### src/aci_pkg.sv
`default_nettype none
// ----------------------------------------------------------------------------
// aci_pkg: shared types and constants
// Field widths, the reflectivity clamp and the result record for the complex
// IOR converter.
// ----------------------------------------------------------------------------
package aci_pkg;

    localparam int IN_W      = 16;
    localparam int OUT_W     = 25;
    localparam int FRAC_BITS = 16;

    localparam logic [IN_W-1:0]  R_MAX   = 16'd64881;
    localparam logic [OUT_W-1:0] OUT_MAX = '1;

    typedef struct packed {
        logic [OUT_W-1:0] index_red;
        logic [OUT_W-1:0] index_green;
        logic [OUT_W-1:0] index_blue;
        logic [OUT_W-1:0] extinct_red;
        logic [OUT_W-1:0] extinct_green;
        logic [OUT_W-1:0] extinct_blue;
    } ior_item_t;

endpackage
`default_nettype wire

### src/aci_out_if.sv
`default_nettype none
// ----------------------------------------------------------------------------
// aci_out_if: result channel
// Refractive index and extinction for three colour channels, one beat per item.
// ----------------------------------------------------------------------------
interface aci_out_if;
    import aci_pkg::*;

    logic             valid;
    logic             ready;
    logic [OUT_W-1:0] index_red;
    logic [OUT_W-1:0] index_green;
    logic [OUT_W-1:0] index_blue;
    logic [OUT_W-1:0] extinct_red;
    logic [OUT_W-1:0] extinct_green;
    logic [OUT_W-1:0] extinct_blue;

    modport source (
        output valid, index_red, index_green, index_blue,
               extinct_red, extinct_green, extinct_blue,
        input  ready
    );

    modport sink (
        input  valid, index_red, index_green, index_blue,
               extinct_red, extinct_green, extinct_blue,
        output ready
    );
endinterface
`default_nettype wire

### src/aci_outbuf.sv
`default_nettype none
// ----------------------------------------------------------------------------
// aci_outbuf: output register with skid stage
// Holds the result beat for the sink and absorbs one more beat from the
// pipeline while the sink stalls.
// ----------------------------------------------------------------------------
module aci_outbuf (
    input  logic                clk,
    input  logic                rst_n,
    input  logic                up_valid,
    input  aci_pkg::ior_item_t  up_item,
    output logic                up_ready,
    aci_out_if.source           dn
);
    import aci_pkg::*;

    logic      main_valid_reg;
    logic      main_valid_next;
    ior_item_t main_reg;
    ior_item_t main_next;
    logic      skid_valid_reg;
    logic      skid_valid_next;
    ior_item_t skid_reg;
    ior_item_t skid_next;
    logic      up_fire;

    assign up_ready = !skid_valid_reg;
    assign up_fire  = up_valid && up_ready;

    always_comb
    begin
        main_valid_next = main_valid_reg;
        main_next       = main_reg;
        skid_valid_next = skid_valid_reg;
        skid_next       = skid_reg;
        if (!main_valid_reg || dn.ready)
        begin
            if (skid_valid_reg)
            begin
                main_valid_next = 1'b1;
                main_next       = skid_reg;
                skid_valid_next = 1'b0;
            end
            else
            begin
                main_valid_next = up_fire;
                main_next       = up_item;
            end
        end
        else if (up_fire)
        begin
            skid_valid_next = 1'b1;
            skid_next       = up_item;
        end
    end

    always_ff @(posedge clk or negedge rst_n)
    begin
        if (!rst_n)
        begin
            main_valid_reg <= 1'b0;
            skid_valid_reg <= 1'b0;
        end
        else
        begin
            main_valid_reg <= main_valid_next;
            skid_valid_reg <= skid_valid_next;
        end
    end

    always_ff @(posedge clk)
    begin
        main_reg <= main_next;
        skid_reg <= skid_next;
    end

    assign dn.valid         = main_valid_reg;
    assign dn.index_red     = main_reg.index_red;
    assign dn.index_green   = main_reg.index_green;
    assign dn.index_blue    = main_reg.index_blue;
    assign dn.extinct_red   = main_reg.extinct_red;
    assign dn.extinct_green = main_reg.extinct_green;
    assign dn.extinct_blue  = main_reg.extinct_blue;

    // skid never fills ahead of the output register
    a_skid_behind_main: assert property (@(posedge clk) disable iff (!rst_n)
        skid_valid_reg |-> main_valid_reg)
        else $error("skid stage full while output register empty");

    // hold a beat that arrives during a stall
    a_stall_capture: assert property (@(posedge clk) disable iff (!rst_n)
        (up_fire && main_valid_reg && !dn.ready) |=> skid_valid_reg)
        else $error("beat arriving during stall not captured");

    // drain the skid stage as soon as the sink takes a beat
    a_skid_drain: assert property (@(posedge clk) disable iff (!rst_n)
        (skid_valid_reg && dn.ready) |=> (main_valid_reg && !skid_valid_reg))
        else $error("skid stage not drained after sink took a beat");

endmodule
`default_nettype wire

### src/flat_wrapper.sv
// flat-port wrapper written by rule: the top's interface ports become plain ports
module aci_outbuf_flat import aci_pkg::*;
  (clk, rst_n, up_valid, up_item, up_ready, dn_valid, dn_index_red, dn_index_green, dn_index_blue, dn_extinct_red, dn_extinct_green, dn_extinct_blue, dn_ready);
  aci_out_if dn_i ();
  input  logic clk;
  input  logic rst_n;
  input  logic up_valid;
  input  aci_pkg::ior_item_t up_item;
  output logic up_ready;
  output wire logic [$bits(dn_i.valid)-1:0] dn_valid;
  output wire logic [$bits(dn_i.index_red)-1:0] dn_index_red;
  output wire logic [$bits(dn_i.index_green)-1:0] dn_index_green;
  output wire logic [$bits(dn_i.index_blue)-1:0] dn_index_blue;
  output wire logic [$bits(dn_i.extinct_red)-1:0] dn_extinct_red;
  output wire logic [$bits(dn_i.extinct_green)-1:0] dn_extinct_green;
  output wire logic [$bits(dn_i.extinct_blue)-1:0] dn_extinct_blue;
  input wire logic [$bits(dn_i.ready)-1:0] dn_ready;
  assign dn_valid = dn_i.valid;
  assign dn_index_red = dn_i.index_red;
  assign dn_index_green = dn_i.index_green;
  assign dn_index_blue = dn_i.index_blue;
  assign dn_extinct_red = dn_i.extinct_red;
  assign dn_extinct_green = dn_i.extinct_green;
  assign dn_extinct_blue = dn_i.extinct_blue;
  assign dn_i.ready = dn_ready;
  aci_outbuf u_core (.clk(clk), .rst_n(rst_n), .up_valid(up_valid), .up_item(up_item), .up_ready(up_ready), .dn(dn_i));
endmodule
### config.mk
export PLATFORM = sky130hd
export DESIGN_NAME = aci_outbuf_flat
export DESIGN_NICKNAME = d
export VERILOG_FILES = /design/src/aci_pkg.sv /design/src/aci_out_if.sv /design/src/aci_outbuf.sv /design/src/flat_wrapper.sv
export SDC_FILE = /design/constraint.sdc
export NUM_CORES = 1
export LEC_CHECK = 0
export BUFFER_PORTS_ARGS = -buffer_cell sky130_fd_sc_hd__buf_2
export CAP_MARGIN = 20
export CORE_MARGIN = 10
export CORE_UTILIZATION = 33
export CTS_CLUSTER_DIAMETER = 120
export DETAILED_ROUTE_END_ITERATION = 7
export GPL_TIMING_DRIVEN = 0
export SLEW_MARGIN = 20
export SYNTH_ARGS = -nofsm -noshare
export SYNTH_HDL_FRONTEND = slang
export SYNTH_SLANG_ARGS = --single-unit
### constraint.sdc
create_clock -name clk -period 17.86 [get_ports clk]
set_input_delay 0.893 -clock clk [delete_from_list [all_inputs] [get_ports clk]]
set_output_delay 0.893 -clock clk [all_outputs]
set_load 0.05 [all_outputs]
Yosys cells after proc, flatten, opt, wreduce, memory -nomap -nowiden
Cells that the tools add are included.
W data, S select, Z words.
{ "word_totals": {"reg_bits": 302, "out_inout_bits": 152, "word_cells": 25} }
{ "op_classes": {"mux": 4, "bitwise_logic": 1, "reduce_logical": 6} }
{ "op_table": {"columns": ["cell", "count"], "rows": [
  ["$mux W150", 1],
  ["$mux W1", 3],
  ["$logic_not A1 Y1", 2],
  ["$reduce_and A2 Y1", 1],
  ["$reduce_bool A2 Y1", 1],
  ["$logic_and A1 B1 Y1", 1],
  ["$logic_or A1 B1 Y1", 1],
  ["$not A1 Y1", 1]
]} }

Logic depth before layout (Yosys ltp)
{ "logic_depth": {"word_depth": 4, "depth_mapped": 5, "ltp_nobuf": 2} }

Least setup slack after synthesis
OpenSTA, ideal clock, no wires.
{ "synth_timing": {"kind": "input-to-reg", "from": "input dn_ready", "to": "register u_core.skid_reg[0] (netlist bit) (enable)", "setup_time_ps": 873, "arrival_time_ps": 15944, "required_ps": 16987, "setup_slack_ps": 1043, "path_stages": 2, "cell_sequence": "nand2b_1 nor3b_1"} }
{ "synth_between": {"elab_chain_len": 3} }
{ "synth_lines": {"columns": ["item", "line_no", "rtl"], "rows": [
  ["from (decl)", "flat_wrapper.sv:17", "input wire logic [$bits(dn_i.ready)-1:0] dn_ready;"],
  ["$logic_or A1 B1 Y1", "aci_outbuf.sv:36", "if (!main_valid_reg || dn.ready)"],
  ["$not A1 Y1 (no source line)", null, null],
  ["$reduce_and A2 Y1 (no source line)", null, null],
  ["to (signal assigned)", "aci_outbuf.sv:74", "skid_reg <= skid_next;"],
  ["to (decl)", "aci_outbuf.sv:23", "ior_item_t skid_reg;"]
]} }
Every way passes these cells.
A chain may end at the register's enable or synchronous reset.

Final worst setup path
{ "layout_timing": {"from": "input dn_ready", "to": "register u_core.skid_reg[119] (netlist bit) (enable)"} }
Same word-level chain as after synthesis.

==> summary.md <==
| Metric | Value |
|---|---|
| DRT antenna net count | `0` |
| Power Total | `1.81 mW` |
| Per-cell routed wire length | `19.9 µm` |
| First-pass GRT wire length | `38.9 mm` |
| Leakage | `5.70 nW` |
| Core area | `33,400 µm²` |
| DIE WIDTH | `slightly above 200 µm` |
| Seq cells post-synth | `302` |
| Final #Nets | `993` |
| Fin cells | `1,314` |
| Die Y | `204 µm` |
| Compound-gate portion of the synthesized area | `0%` |
| Routed vias | `5,705` |
| Final WL | `26.1 mm` |
| Clock Tree Buf Depth | `3` |
| Synthesis Warnings | `0` |
| Synth Net Count | `629` |
| Peak Freq | `0.337 GHz` |
| Most frequent cells in the layout | `313 x buf_2, 300 x edfxtp_1, 83 x mux2_2, 67 x mux2_4, 37 x clkbuf_16` |
| Htree depth | `2` |
| Largest net degree at the start of global routing | `46` |
| Synth-to-Final Area Change | `31.0%` |
| Tightest Pin Transition | `0.626 ns` |
| Pre-CTS setup slack | `14.34 ns` |
| Worst R2R Setup Slack | `14.99 ns` |
| Yosys cell types | `11` |
| Post-CTS setup repair buffer count | `0` |
| Die ar. | `41,600 µm²` |
| Post-synthesis mux area share | `between 15 and 20%` |
| Num CTS Buffers | `35` |
| CTS tree | `built` |
| Skew-Pair Late Insertion Delay | `0.50 ns` |
| Sink Count | `302` |
| Max_slew headroom | `58.1%` |
| Element type at the critical path start | `primary input` |
| Gr ovfl total | `0` |
| Largest family of logic cells by synthesized area | `multiplexers` |
| Placed insts | `1,250` |
| FF-to-FF path depth | `10` |
| Max reg flops | `150` |
| Max Cap Violations | `0` |
| Rows | `67` |
| DRC | `0` |
| Io pins | `306` |
| RSZ-0062 raised after global routing | `false` |
| Post-Syn Area | `between 10,000 and 15,000 µm²` |
| Syn_area_per_cell | `23.5 µm²` |
| Crit path DAT | `3.17 ns` |
| Peak VDD IR | `0.0714 mV` |
| Root buf cell | `clkbuf_16` |
| DRT iter0 DRCs | `161` |
| DR vias/cell | `4.34` |
| CTS hold repair buffers | `0` |
| Worst-path clk slew | `0.06 ns` |
| Worst min path class | `in -> async` |
| Worst Setup SP | `dn_ready` |
| Final WS setup | `14.89 ns` |
| Vias in the first global route | `6,247` |
| Pre-antenna DRT Iters | `4` |
| Crit Path Max Fanout | `34` |
| Max Clock Skew | `0.0116 ns` |
| Finish-stage setup viols | `0` |
| Seq/Total Area, Yosys | `between 80% and 90%` |
| Pwr Density | `~120 nW/µm²` |
| CTS resizes | `0` |
| Initial core utilization | `33.4%` |
| Endpoints failing hold | `0` |
| Crit Reg-Reg Startpoint | `u_core.skid_valid_reg` |
| Initial antenna violation count | `9` |
| XOR/XNOR Fraction of Synth Area | `0%` |
| Total Routing Usage GR | `between 10 and 15%` |
| Tmin final | `~3.0 ns` |
| Share of cells above drive strength 1 | `63.0%` |
| Synth Area in Adders | `0%` |
| Final number of max-transition violations | `0` |
| Critical path type | `in -> reg` |
| WP data required | `~18 ns` |
| Commonest non-fill, non-tap cell in the layout | `buf_2` |
| Dpl hpwl | `a little under 20 mm` |
| Endpoint class of the critical path | `flip-flop` |
| Cells after synthesis | `about 480` |
| RD Place Congestion | `around 0.7` |
| Status | `finished, final reports clean` |
| I/O Buffers | `305` |
| Synth Area in Simple Gates | `less than 1%` |
| Share of the clock period used by the worst path | `approximately 17%` |
kinds of logic (layout without fill, tap and decap cells):
logic type / count (synthesis) / after routing
other cells: 0 / 6
buf+inv: 18 / 403
simple gates: 5 / 5
mux: 150 / 150
flops: 302 / 302
report_power, final:
group	switching (mW)	leakage [nW]	internal, mW	total, mW
registers	0.0116	2.90	0.840	0.852
logic	0.185	2.26	0.0804	0.265
clock network	0.270	0.536	0.424	0.694
total	0.466	5.70	1.34	1.81
Yosys cell counts:
master	instances	area share, %
buf_2	8	0.36
nor2_1	2	0.067
nand2b_1	1	0.056
mux2_2	83	8.4
buf_6	9	0.91
edfxtp_1	300	81
mux2_4	67	9.0
nand2_1	1	0.034
inv_1	1	0.034
dfrtp_1	2	0.45
nor3b_1	1	0.067
stage by stage:
step           cell area (µm²)  hold slack (ns)  util (%)   TNS, ns
2_1_floorplan            11200            0.523         -         0
6_report                 14600            0.173      43.8         0
3_5_place_dp             13500            0.532      40.4         0
5_1_grt                  14600            0.145      43.7         0
3_3_place_gp             13300            0.527      39.6  -3062.13
4_1_cts                  14600            0.143      43.7         0
metal layers:
| metal | share of wire (%) | global-route usage (%) |
|---|---|---|
| met3 | 9.9 | 5.52 |
| met5 | 0.39 | 0 |
| met1 | 39 | 13.8 |
| met4 | 2.3 | 3.83 |
| met2 | 48 | 19.7 |
critical path: stages:
cell and delay [ns]:
buf_2 0.10, nand2b_4 0.38, nor3b_2 0.66, buf_6 0.23, buf_4 0.19, buf_6 0.17, buf_4 0.18, buf_6 0.16
buf_4 0.20
area by class of cell:
type                    count  area [µm²]
diodes                      6        15.0
plain buffers              17         141
clock buffers              49         981
clock inverters             9         121
fillers                  2972       18800
inverters                   1        3.75
multi-input cells         155        1980
flip-flops and latches    302        9060
well taps                 448         561
repair buffers            327        1770
worst paths after layout:
kind                                                   end
worst max-delay path                  u_core.skid_reg[119]
worst min-delay path                       u_core.dn.valid
worst max register to register        u_core.skid_reg[119]
worst min register to register  u_core.dn.extinct_green[7]
max in group asynchronous            u_core.skid_valid_reg
min in group clk                u_core.dn.extinct_green[7]
(Power assumes the default switching activity.)
